`src/burst_period_averager_unit_macros.svh`:
```
// assertion macros for the burst period averager
// used by burst_period_averager_unit.sv, expects aclk and aresetn in scope
`ifndef BURST_PERIOD_AVERAGER_UNIT_MACROS_SVH
`define BURST_PERIOD_AVERAGER_UNIT_MACROS_SVH

// same-cycle implication
`define BPA_ASSERT_IMP(lbl, ante, cons, msg) \
    lbl: assert property (@(posedge aclk) disable iff (!aresetn) (ante) |-> (cons)) \
        else $error(msg);

// next-cycle implication
`define BPA_ASSERT_NXT(lbl, ante, cons, msg) \
    lbl: assert property (@(posedge aclk) disable iff (!aresetn) (ante) |=> (cons)) \
        else $error(msg);

`endif

```
`src/bpa_pkg.sv`:
```
// shared types and constants of the burst period averager
// no dependencies; used by bpa_div, burst_period_averager_unit and the testbench
`default_nettype none

package bpa_pkg;

    localparam int SAMPLE_W = 16;
    localparam int AVG_W    = 40;
    localparam int BURST_W  = 6;
    localparam int CFG_AW   = 4;
    localparam int CFG_DW   = 32;

    localparam logic [AVG_W-1:0]    AVG_MAX       = {AVG_W{1'b1}};
    localparam logic [SAMPLE_W-1:0] THR_LO_RST    = 16'hC000;
    localparam logic [SAMPLE_W-1:0] THR_HI_RST    = 16'h4000;
    localparam logic [BURST_W-1:0]  BURSTS_RST    = 6'd20;
    localparam logic [31:0]         MAX_SMP_RST   = 32'd4000000;
    localparam logic signed [BURST_W:0] BURST_CNT_RST = -7'sd1;

    typedef enum logic [1:0] {
        REG_THR_LO  = 2'd0,
        REG_THR_HI  = 2'd1,
        REG_BURSTS  = 2'd2,
        REG_MAX_SMP = 2'd3
    } reg_idx_t;

    typedef enum logic [1:0] {
        ST_RUN,
        ST_DIV,
        ST_PUT
    } state_t;

    typedef struct packed {
        logic busy;
        logic done;
    } div_stat_t;

endpackage

`default_nettype wire

```
`src/bpa_div.sv`:
```
// radix-2 restoring divider, one quotient bit per cycle
// depends on bpa_pkg for the status struct
`default_nettype none

module bpa_div import bpa_pkg::*; #(
    parameter int DW = 40,
    parameter int VW = 6
) (
    input  wire logic          aclk,
    input  wire logic          aresetn,
    input  wire logic          start,
    input  wire logic [DW-1:0] dividend,
    input  wire logic [VW-1:0] divisor,
    output logic      [DW-1:0] quotient,
    output div_stat_t          stat
);

    localparam int CNTW = $clog2(DW + 1);

    logic [VW-1:0]   rem_reg, rem_next;
    logic [DW-1:0]   quo_reg, quo_next;
    logic [VW-1:0]   dvs_reg, dvs_next;
    logic [CNTW-1:0] cnt_reg, cnt_next;
    logic [VW:0]     shifted;
    logic [VW:0]     diff;
    logic            take;

    assign shifted = {rem_reg, quo_reg[DW-1]};
    assign diff    = shifted - {1'b0, dvs_reg};
    assign take    = shifted >= {1'b0, dvs_reg};

    always_comb begin
        rem_next = rem_reg;
        quo_next = quo_reg;
        dvs_next = dvs_reg;
        cnt_next = cnt_reg;
        if (start) begin
            rem_next = '0;
            quo_next = dividend;
            dvs_next = divisor;
            cnt_next = CNTW'(DW);
        end else if (cnt_reg != '0) begin
            // remainder stays below the divisor, so it fits in VW bits
            rem_next = take ? diff[VW-1:0] : shifted[VW-1:0];
            quo_next = {quo_reg[DW-2:0], take};
            cnt_next = cnt_reg - 1'b1;
        end
    end

    always_ff @(posedge aclk) begin
        if (!aresetn) begin
            cnt_reg <= '0;
        end else begin
            cnt_reg <= cnt_next;
        end
    end

    always_ff @(posedge aclk) begin
        rem_reg <= rem_next;
        quo_reg <= quo_next;
        dvs_reg <= dvs_next;
    end

    assign quotient  = quo_reg;
    assign stat.busy = cnt_reg != '0;
    assign stat.done = cnt_reg == CNTW'(1);

endmodule

`default_nettype wire

```
`src/burst_period_averager_unit.sv`:
```
// burst period averager: accepts samples without stalling while a measurement runs
// a run with a complete burst ends in the bit-serial divider before the result is staged in
// the output register, with s_tready low meanwhile; without a complete burst the result is
// staged without the divider; a result still waiting on m_tready holds the input off longer
// synchronous active-low reset clears the run state and loads register reset values
`default_nettype none
`include "burst_period_averager_unit_macros.svh"

module burst_period_averager_unit import bpa_pkg::*; #(
    parameter int COUNT_WIDTH = 32,
    parameter int FRAC_BITS   = 8
) (
    input  wire logic              aclk,
    input  wire logic              aresetn,
    // input stream
    input  wire logic              s_tvalid,
    output logic                   s_tready,
    input  wire logic [15:0]       s_tdata,   // [15:0] sample
    input  wire logic              s_tuser,   // [0] first
    // result stream
    output logic                   m_tvalid,
    input  wire logic              m_tready,
    output logic      [47:0]       m_tdata,   // [39:0] average_steps, [45:40] bursts_counted
    output logic                   m_tuser,   // [0] valid_res
    // register port
    input  wire logic              psel,
    input  wire logic              penable,
    input  wire logic              pwrite,
    input  wire logic [CFG_AW-1:0] paddr,
    input  wire logic [CFG_DW-1:0] pwdata,
    output logic      [CFG_DW-1:0] prdata,
    output logic                   pready
);

    localparam int QW = COUNT_WIDTH + FRAC_BITS;
    localparam int LW = (COUNT_WIDTH > 32) ? COUNT_WIDTH : 32;
    localparam logic [COUNT_WIDTH-1:0] CNT_MAX = {COUNT_WIDTH{1'b1}};

    // configuration registers
    logic [SAMPLE_W-1:0] thr_lo_reg, thr_hi_reg;
    logic [BURST_W-1:0]  bursts_reg;
    logic [31:0]         max_smp_reg;
    logic                cfg_wr;
    reg_idx_t            cfg_idx;

    assign pready  = 1'b1;
    assign cfg_wr  = psel && penable && pwrite && pready;
    assign cfg_idx = reg_idx_t'(paddr[3:2]);

    always_ff @(posedge aclk) begin
        if (!aresetn) begin
            thr_lo_reg  <= THR_LO_RST;
            thr_hi_reg  <= THR_HI_RST;
            bursts_reg  <= BURSTS_RST;
            max_smp_reg <= MAX_SMP_RST;
        end else if (cfg_wr) begin
            case (cfg_idx)
                REG_THR_LO:  thr_lo_reg  <= pwdata[SAMPLE_W-1:0];
                REG_THR_HI:  thr_hi_reg  <= pwdata[SAMPLE_W-1:0];
                REG_BURSTS:  bursts_reg  <= pwdata[BURST_W-1:0];
                REG_MAX_SMP: max_smp_reg <= pwdata[31:0];
                default: ;
            endcase
        end
    end

    always_comb begin
        case (cfg_idx)
            REG_THR_LO:  prdata = {{(CFG_DW-SAMPLE_W){1'b0}}, thr_lo_reg};
            REG_THR_HI:  prdata = {{(CFG_DW-SAMPLE_W){1'b0}}, thr_hi_reg};
            REG_BURSTS:  prdata = {{(CFG_DW-BURST_W){1'b0}}, bursts_reg};
            REG_MAX_SMP: prdata = max_smp_reg;
            default:     prdata = '0;
        endcase
    end

    // measurement state
    state_t                    state_reg, state_next;
    logic                      up_reg, up_next;
    logic signed [BURST_W:0]   bc_reg, bc_next;
    logic [COUNT_WIDTH-1:0]    steps_reg, steps_next;
    logic [COUNT_WIDTH-1:0]    total_reg, total_next;
    logic [COUNT_WIDTH-1:0]    smp_reg, smp_next;
    logic                      run_reg, run_next;
    logic                      rvalid_reg, rvalid_next;
    logic [BURST_W-1:0]        rcnt_reg, rcnt_next;

    // output register
    logic                      mvalid_reg, mvalid_next;
    logic [AVG_W-1:0]          mavg_reg, mavg_next;
    logic [BURST_W-1:0]        mcnt_reg, mcnt_next;
    logic                      mres_reg, mres_next;

    logic                      accept;
    logic                      finish;
    logic                      load_out;
    logic                      div_start;
    logic signed [SAMPLE_W-1:0] smp_val;
    logic                      above_hi, below_lo;
    logic [COUNT_WIDTH:0]      smp_inc, tot_sum, stp_inc;
    logic [COUNT_WIDTH-1:0]    steps_mid;
    logic                      run_valid;
    logic [QW-1:0]             dividend;
    logic [QW-1:0]             quotient;
    logic                      q_sat;
    div_stat_t                 div_stat;

    assign accept   = s_tvalid && s_tready;
    assign smp_val  = $signed(s_tdata);
    assign above_hi = smp_val > $signed(thr_hi_reg);
    assign below_lo = smp_val < $signed(thr_lo_reg);
    assign smp_inc  = {1'b0, smp_reg} + 1'b1;

    // per-sample update and end-of-run test
    always_comb begin
        up_next    = up_reg;
        bc_next    = bc_reg;
        steps_next = steps_reg;
        total_next = total_reg;
        smp_next   = smp_reg;
        run_next   = run_reg;
        finish     = 1'b0;
        tot_sum    = {1'b0, total_reg} + {1'b0, steps_reg};
        steps_mid  = steps_reg;
        stp_inc    = '0;
        if (accept) begin
            if (s_tuser) begin
                up_next    = above_hi;
                bc_next    = BURST_CNT_RST;
                steps_next = '0;
                total_next = '0;
                smp_next   = '0;
                run_next   = 1'b1;
                finish     = max_smp_reg == '0;
            end else if (run_reg) begin
                smp_next = smp_inc[COUNT_WIDTH] ? CNT_MAX : smp_inc[COUNT_WIDTH-1:0];
                if (!up_reg && above_hi) begin
                    up_next    = 1'b1;
                    bc_next    = bc_reg + (BURST_W+1)'(1);
                    total_next = tot_sum[COUNT_WIDTH] ? CNT_MAX : tot_sum[COUNT_WIDTH-1:0];
                    steps_mid  = '0;
                end else if (up_reg && below_lo) begin
                    up_next = 1'b0;
                end
                stp_inc    = {1'b0, steps_mid} + 1'b1;
                steps_next = stp_inc[COUNT_WIDTH] ? CNT_MAX : stp_inc[COUNT_WIDTH-1:0];
                finish     = (bc_next >= $signed({1'b0, bursts_reg}))
                          || (LW'(smp_next) >= LW'(max_smp_reg));
            end
            if (finish) begin
                run_next = 1'b0;
            end
        end
    end

    assign run_valid = bc_next > 0;
    assign dividend  = QW'(total_next) << FRAC_BITS;

    // sequencer: next state
    always_comb begin
        state_next = state_reg;
        case (state_reg)
            ST_RUN: begin
                if (finish) begin
                    state_next = run_valid ? ST_DIV : ST_PUT;
                end
            end
            ST_DIV: begin
                if (div_stat.done) begin
                    state_next = ST_PUT;
                end
            end
            ST_PUT: begin
                if (!mvalid_reg || m_tready) begin
                    state_next = ST_RUN;
                end
            end
            default: state_next = ST_RUN;
        endcase
    end

    // sequencer: outputs
    always_comb begin
        s_tready  = 1'b0;
        div_start = 1'b0;
        load_out  = 1'b0;
        case (state_reg)
            ST_RUN: begin
                s_tready  = 1'b1;
                div_start = finish && run_valid;
            end
            ST_DIV: ;
            ST_PUT: load_out = !mvalid_reg || m_tready;
            default: ;
        endcase
    end

    always_comb begin
        rvalid_next = rvalid_reg;
        rcnt_next   = rcnt_reg;
        if (finish) begin
            rvalid_next = run_valid;
            rcnt_next   = run_valid ? bc_next[BURST_W-1:0] : '0;
        end
    end

    bpa_div #(
        .DW (QW),
        .VW (BURST_W)
    ) u_div (
        .aclk     (aclk),
        .aresetn  (aresetn),
        .start    (div_start),
        .dividend (dividend),
        .divisor  (bc_next[BURST_W-1:0]),
        .quotient (quotient),
        .stat     (div_stat)
    );

    assign q_sat = (QW > AVG_W) && (quotient > QW'(AVG_MAX));

    always_comb begin
        mvalid_next = mvalid_reg;
        mavg_next   = mavg_reg;
        mcnt_next   = mcnt_reg;
        mres_next   = mres_reg;
        if (m_tvalid && m_tready) begin
            mvalid_next = 1'b0;
        end
        if (load_out) begin
            mvalid_next = 1'b1;
            mres_next   = rvalid_reg;
            mcnt_next   = rcnt_reg;
            if (!rvalid_reg) begin
                mavg_next = '0;
            end else begin
                mavg_next = q_sat ? AVG_MAX : AVG_W'(quotient);
            end
        end
    end

    always_ff @(posedge aclk) begin
        if (!aresetn) begin
            state_reg  <= ST_RUN;
            up_reg     <= 1'b0;
            bc_reg     <= BURST_CNT_RST;
            steps_reg  <= '0;
            total_reg  <= '0;
            smp_reg    <= '0;
            run_reg    <= 1'b0;
            mvalid_reg <= 1'b0;
        end else begin
            state_reg  <= state_next;
            up_reg     <= up_next;
            bc_reg     <= bc_next;
            steps_reg  <= steps_next;
            total_reg  <= total_next;
            smp_reg    <= smp_next;
            run_reg    <= run_next;
            mvalid_reg <= mvalid_next;
        end
    end

    always_ff @(posedge aclk) begin
        rvalid_reg <= rvalid_next;
        rcnt_reg   <= rcnt_next;
        mavg_reg   <= mavg_next;
        mcnt_reg   <= mcnt_next;
        mres_reg   <= mres_next;
    end

    assign m_tvalid = mvalid_reg;
    assign m_tdata  = {{(48-AVG_W-BURST_W){1'b0}}, mcnt_reg, mavg_reg};
    assign m_tuser  = mres_reg;

    `BPA_ASSERT_IMP(a_no_input_while_dividing, div_stat.busy, !s_tready,
        "sample taken while divider busy")
    `BPA_ASSERT_IMP(a_invalid_result_zero, m_tvalid && !m_tuser,
        m_tdata == '0, "invalid result carries nonzero data")
    `BPA_ASSERT_IMP(a_valid_result_has_bursts, m_tvalid && m_tuser,
        m_tdata[45:40] != '0, "valid result with zero bursts")
    `BPA_ASSERT_NXT(a_div_leads_to_put, state_reg == ST_DIV && div_stat.done,
        state_reg == ST_PUT, "divider finished but result not staged")

endmodule

`default_nettype wire

```
`config.mk`:
```
export PLATFORM = sky130hd
export DESIGN_NAME = burst_period_averager_unit
export DESIGN_NICKNAME = d
export VERILOG_FILES = /design/src/bpa_pkg.sv /design/src/bpa_div.sv /design/src/burst_period_averager_unit.sv
export VERILOG_INCLUDE_DIRS = /design/src /design/src/src
export SDC_FILE = /design/constraint.sdc
export NUM_CORES = 1
export LEC_CHECK = 0
export BUFFER_PORTS_ARGS = -buffer_cell sky130_fd_sc_hd__buf_2
export CORE_MARGIN = 2
export CORE_UTILIZATION = 55
export DETAILED_ROUTE_END_ITERATION = 8
export GPL_TIMING_DRIVEN = 0
export PLACE_DENSITY_LB_ADDON = 0.12
export SLEW_MARGIN = 40
export SYNTH_ARGS = -nofsm -noshare
export SYNTH_HDL_FRONTEND = slang
export SYNTH_SLANG_ARGS = --single-unit
```
`constraint.sdc`:
```
create_clock -name aclk -period 7.8 [get_ports aclk]
set_input_delay 0.39 -clock aclk [delete_from_list [all_inputs] [get_ports aclk]]
set_output_delay 0.39 -clock aclk [all_outputs]
set_load 0.02 [all_outputs]
```
Yosys cells after proc, flatten, opt, wreduce, memory -nomap -nowiden

Index checks and enable logic that the tools add are counted.

Register bits after elaboration: 290
Input port bits: 60
Output and inout port bits: 84

Add/subtract/negate cells: 6
$lt $le $gt $ge: 6
Eq/ne operators: 9
Muxes and demuxes: 48
Bitwise operators: 1
Reductions and logical operators: 29

Operators by type and width:

| cell                                                                             | count |
|---|---|
| 32-bit 2-to-1 mux                                                                | 15 |
| 32-bit case mux with 4 select lines                                              | 1 |
| 40-bit 2-to-1 mux                                                                | 2 |
| 32-bit by 1-bit adder with 33-bit output (second input constant)                 | 2 |
| 7-bit 2-to-1 mux                                                                 | 7 |
| 32-bit by 32-bit adder with 33-bit output                                        | 1 |
| 32-bit >= comparator                                                             | 1 |
| 32-bit zero test                                                                 | 1 |
| 6-bit 2-to-1 mux                                                                 | 3 |
| 16-bit greater-than comparator                                                   | 1 |
| 16-bit < comparator                                                              | 1 |
| 1-bit 2-to-1 mux                                                                 | 15 |
| 2-bit AND reduction                                                              | 6 |
| 2-bit 2-to-1 mux                                                                 | 4 |
| 2-bit nonzero test                                                               | 4 |
| 7-bit by 2-bit adder with 7-bit output (second input constant)                   | 1 |
| 7-bit by 6-bit >= comparator with 1-bit output                                   | 1 |
| 7-bit >= comparator                                                              | 1 |
| 7-bit by 1-bit greater-than comparator with 1-bit output (second input constant) | 1 |
| 1-bit logical AND                                                                | 7 |
| 2-bit == test (second input constant)                                            | 3 |
| 6-bit by 1-bit == test with 1-bit output (second input constant)                 | 1 |
| 2-bit inequality test (second input constant)                                    | 3 |
| 2-bit case mux with 3 select lines                                               | 1 |
| 11 further kinds                                                                 | 16 |

Logic depth before layout (Yosys ltp)

Depth in word-level cells: 15
Gate-level depth with buffers: 24
Mapped depth without buffers: 20

Cells and area by module

A second synthesis with hierarchy kept.

Cells, all modules: 1962
Area total of the unflattened synthesis: 17130.2 um^2

Modules (own cells, without submodules):

| module                     | instances | cells an instance | area each (um^2) |
|---|---|---|---|
| burst_period_averager_unit | 1         | 1763              | 14342.5 |
| bpa_div                    | 1         | 199               | 2787.7 |

Worst setup path before layout

OpenSTA, ideal clock, no wires.

Kind: input port to flip-flop
From: in s_tdata[15]
To: reg u_div.quo_reg[10] (netlist: u_div.quotient[10]) (enable)
Setup time: 0.466 ns
Arrival time: 6.040 ns
Data required time: 7.334 ns
Path slack: 1.294 ns
Stages: 19
Buffers on the path: 2
Cell sequence: ha_1 -> nand4_2 -> nor2_1 -> a221o_1 -> nor3_4 -> mux2_4 -> clkbuf_1 -> clkbuf_1 -> xnor2_1 -> ha_1 -> inv_1 -> a21boi_0 -> o21ai_0 -> a21oi_1 -> a21o_1 -> a21oi_1 -> o311ai_2 -> nand3_2 -> o21ai_0

Word-level cells in the longest chain between the ends: 15
Elaborated cells between the ends (all ways): 19
Classes of those cells: order compare: 3; mux: 12; reduce/logical: 4

Ends and longest elaborated chain:

| item                               | RTL line                          | text |
|---|---|---|
| start: declaration                 | burst_period_averager_unit.sv:18  | `input wire logic [15:0] s_tdata,` |
| 16-bit greater-than comparator (*) | burst_period_averager_unit.sv:110 | `assign above_hi = smp_val > $signed(thr_hi_reg);` |
| 1-bit logical AND (*)              | burst_period_averager_unit.sv:137 | `if (!up_reg && above_hi) begin` |
| 7-bit 2-to-1 mux (*)               | burst_period_averager_unit.sv:137 |  |
| 7-bit 2-to-1 mux (*)               | burst_period_averager_unit.sv:135 | `end else if (run_reg) begin` |
| 7-bit 2-to-1 mux (*)               | burst_period_averager_unit.sv:127 | `if (s_tuser) begin` |
| 7-bit 2-to-1 mux (*)               | burst_period_averager_unit.sv:126 | `if (accept) begin` |
| 7-bit >= comparator                | burst_period_averager_unit.sv:147 | `finish = (bc_next >= $signed({1'b0, bursts_reg}))` |
| 1-bit logical OR                   | burst_period_averager_unit.sv:148 | `\|\| (LW'(smp_next) >= LW'(max_smp_reg));` |
| 1-bit 2-to-1 mux                   | burst_period_averager_unit.sv:135 |  |
| 1-bit 2-to-1 mux                   | burst_period_averager_unit.sv:127 |  |
| 1-bit 2-to-1 mux (2 in a row)      | burst_period_averager_unit.sv:126 |  |
| 1-bit logical AND (*)              | burst_period_averager_unit.sv:190 | `div_start = finish && run_valid;` |
| 1-bit 2-to-1 mux (*)               | burst_period_averager_unit.sv:187 | `case (state_reg)` |
| 2-bit nonzero test (no line) (*)   | -                                 |  |
| end signal: assignment             | bpa_div.sv:60                     | `quo_reg <= quo_next;` |
| end: declaration                   | bpa_div.sv:21                     | `logic [DW-1:0] quo_reg, quo_next;` |

Mark *: on every way between the ends. The rest lies on a longest branch, timed or not. The select of a mux whose other input is x is not followed.
A chain may end at the register's enable or synchronous reset.

Final worst setup path

From: reg thr_hi_reg[15]
To: reg steps_reg[27]

Word-level cells in the longest chain between the ends: 10

Ends and longest elaborated chain:

| item                                     | RTL line                          | text |
|---|---|---|
| start: declaration                       | burst_period_averager_unit.sv:40  | `logic [SAMPLE_W-1:0] thr_lo_reg, thr_hi_reg;` |
| start signal: assignment                 | burst_period_averager_unit.sv:59  | `REG_THR_HI: thr_hi_reg <= pwdata[SAMPLE_W-1:0];` |
| 16-bit greater-than comparator           | burst_period_averager_unit.sv:110 |  |
| 1-bit logical AND                        | burst_period_averager_unit.sv:137 |  |
| 32-bit 2-to-1 mux                        | burst_period_averager_unit.sv:137 |  |
| 32-bit 2-to-1 mux                        | burst_period_averager_unit.sv:135 |  |
| 32-bit 2-to-1 mux                        | burst_period_averager_unit.sv:127 |  |
| 32-bit 2-to-1 mux                        | burst_period_averager_unit.sv:126 |  |
| 32-bit by 1-bit adder with 33-bit output | burst_period_averager_unit.sv:145 | `stp_inc = {1'b0, steps_mid} + 1'b1;` |
| 32-bit 2-to-1 mux                        | burst_period_averager_unit.sv:146 | `steps_next = stp_inc[COUNT_WIDTH] ? CNT_MAX : stp_inc[COUNT_WIDTH-1:0];` |
| 32-bit 2-to-1 mux                        | burst_period_averager_unit.sv:135 |  |
| 32-bit 2-to-1 mux                        | burst_period_averager_unit.sv:127 |  |
| end signal: assignment                   | burst_period_averager_unit.sv:256 | `steps_reg <= steps_next;` |
| end: declaration                         | burst_period_averager_unit.sv:81  | `logic [COUNT_WIDTH-1:0] steps_reg, steps_next;` |

Every way passes these cells. The select of a mux whose other input is x is not followed.

==> key figures <==
Synthesis
  • Distinct cells, synth: 81
  • Asr flop ratio synth: 0
  • Yosys top cell area share: 0.236
  • Synth Flop Type: dfxtp_1
  • Area contributors post-synth: dfxtp_1 (24%), edfxtp_1 (16%), ha_1 (8.4%)
  • Cells after synthesis: 1971
  • Sequential area share after synthesis: 0.401
  • Number of synthesized register bits: 290
  • Post-synthesis cell area: 16800 sq um
  • Syn_area_per_cell: 8.51 sq um
  • Number of enable flip-flop cells after synthesis: 92
  • Synth Warn #: 0
  • Synth area leader: dfxtp_1

Pwr
  • Clock power frac: 0.350
  • Comb power frac: 0.207
  • Pleak: 7.67 nW
  • Sw frac: 0.296
  • Switching power: 1.25 mW
  • Flop pwr share: 0.444
  • P_int: 2.98 mW
  • PD cells: 222 nW/um^2
  • Maximum VDD drop: 0.173 mV

Die
  • Starting Density: 0.563
  • Rows: 63
  • Die width: 179 um
  • Die H: 179 um
  • Core ar.: 29800 sq um
  • Ports: 144
  • Die area: 31900 sq um

Finish
  • Final std cells w/o fill: 2562
  • Most frequent cells in the layout: nand2_1 (316), dfxtp_1 (198), a21oi_1 (189), buf_2 (140)
  • Area Growth Syn to Fin: 13.8%
  • Commonest non-fill, non-tap cell in the layout: nand2_1
  • Post-Route Utilization: 0.641
  • Share of cells above drive strength 1: 0.111
  • Multi-input gate area: 9200 sq um
  • Seq. cell area: 6730 sq um
  • Fin nets: 2321
  • Fill cell count: 2555

Placed design
  • Setup WS pre-CTS: 1.74 ns
  • Placer Congestion: 0.908
  • Post-DP HPWL: 34400 um
  • Inst Count DP: 2503
  • Count of input and output buffers: 138

Routing
  • DRT Wirelength: 46200 um
  • Vias per cell: 5.89
  • Routed vias: 15.1k
  • Initial drt markers: 1224
  • # DRC: 0
  • Antenna-violating nets left: 0
  • DR pass1 iterations: 6
  • WL per Instance: 18.0 um

Timing
  • Final setup fails: 0
  • Final hold viol count: 0
  • Slew @ Worst Pin: 0.756 ns
  • Setup TNS Final: 0 ns
  • Setup ws final: 1.65 ns
  • Final Max Slew Viols: 0
  • Final min period: 6.15 ns
  • Unrepaired setup endpoints after global routing: no
  • Rel. slew slack: 0.494
  • Clock Skew: 0.0125 ns
  • Final hold slack: 0.0608 ns
  • Max Fclk: 0.163 GHz
  • Tcrit/Tclk final: 0.788

Run
  • Max-cap viol count: 0

Worst setup path
  • Worst path slowest cell: nor2_1
  • Slowest stage delay, CP: 0.61 ns
  • CP Class: reg -> reg
  • Critical path endpoint category: register
  • Worst endpoint data arrival time: 6.64 ns
  • Critical Path RT: 8.29 ns
  • CP Max Fanout: 10
  • Register-to-Register Path Depth: 20
  • Worst-path cell chain: inv_1 > ha_1 > nand4_2 > nor4_1 > nor3b_1 > mux2_4 > clkbuf_1 > clkbuf_1 > nor2_1 > ha_1 > and3_1 > nand2_1 > nor2_1 > and3_1 > and3_1 > nand4_1 > nor2_1 > clkbuf_1 > o21ai_0 > a21oi_1
  • Setup crit start kind: register

Global routing
  • First-pass GRT wire length: 73400 um
  • Initial antenna violation count: 1
  • Vias in the first global route: 14.3k
  • GRT Total Usage: 0.288
  • Grt ovf: 0
  • Largest net degree at the start of global routing: 25

Clock network
  • Clk buf depth: 3
  • Clk slew on worst S/H paths: 0.07 ns
  • H-tree Lvls: 1
  • Hold_buf cts: 0
  • Clock sinks: 290
  • Cts bufs inserted: 31
  • Root Driver: clkbuf_16
  • Post-CTS setup buffers: 0
  • Clk Latency, worst-skew pair: 0.57 ns
  • CTS tree: yes
  • Post-CTS Resized: 0

Hold path
  • Hold crit path type: in -> reg
  • Hold Path Cell Cnt: 3

Run status
  • Outcome: complete, no violations
per-stage QoR:
step / total power, mW / instance area, sq um
after floorplan: 2.51 / 16800
after global placement: 2.72 / 18000
after detailed placement: 2.77 / 18100
after CTS: 4.25 / 19100
after global routing: 4.42 / 19100
final: 4.23 / 19100
synth_stat cells, types with 15 or more instances:
cell type and count:
o221ai_1 21, ha_1 113, a21oi_1 189, nand2_1 316, nor3_1 29, dfxtp_1 198, a21o_1 25, inv_1 106
o211ai_1 17, a22oi_1 15, and3_1 43, edfxtp_1 92, nor2_1 132, xor2_1 23, mux2i_1 38, o21ai_0 133
nor2b_1 21, xnor2_1 48, nand4_1 24, nor4_1 20, nand3_1 40, and2_1 52, clkbuf_1 89
per-layer routing:
layer,global-route usage,up-vias,share of wire
met5,0,-,0.00028
met4,0.0942,2,0.030
met3,0.0369,110,0.064
met2,0.503,595,0.48
met1,0.367,7048,0.42
li1,-,7329,-
final timing paths:
| check | start | to | slack [ns] |
|---|---|---|---|
| setup / recovery | thr_hi_reg[15] | steps_reg[27] | 1.65 |
| hold / removal | pwdata[20] | max_smp_reg[20] | 0.06 |
| hold reg to reg | rcnt_reg[5] | mcnt_reg[5] | 0.42 |
| setup reg to reg | thr_hi_reg[15] | steps_reg[27] | 1.65 |
layout make-up:
| cell class | instances | area share |
|---|---|---|
| multi-input combinational | 1469 | 0.482 |
| sequential | 290 | 0.352 |
| clock buffer | 47 | 0.0490 |
| timing repair buffer | 141 | 0.0398 |
| tap | 390 | 0.0256 |
| buffer | 106 | 0.0253 |
| inverter | 107 | 0.0210 |
| clock inverter | 11 | 0.00485 |
| antenna | 1 | 0.000131 |
power groups by stage:
| stage | Clock (mW) | Combinational [mW] | Sequential (mW) |
|---|---|---|---|
| floorplan | 0 | 0.609 | 1.90 |
| global placement | 0 | 0.806 | 1.92 |
| detailed placement | 0 | 0.866 | 1.91 |
| CTS | 1.49 | 0.876 | 1.88 |
| global route | 1.55 | 0.977 | 1.90 |
| finish | 1.48 | 0.876 | 1.88 |
worst max-delay path: cells and delay by family (launching register included):
kind            cells  cell delay [ns]
fa+ha+maj           2             0.67
buf+inv             4             1.23
compound gates      2             0.36
simple gates       11             3.11
flops               1             0.33
mux                 1             0.37
cell families after synthesis:
kind of cell | synth area share
simple gates | 0.207
compound gates | 0.179
flops | 0.401
buf+inv | 0.0527
fa+ha+maj | 0.0867
xor+xnor | 0.0371
mux | 0.0352
other cells | 0.000448
(Power assumes the default switching activity.)
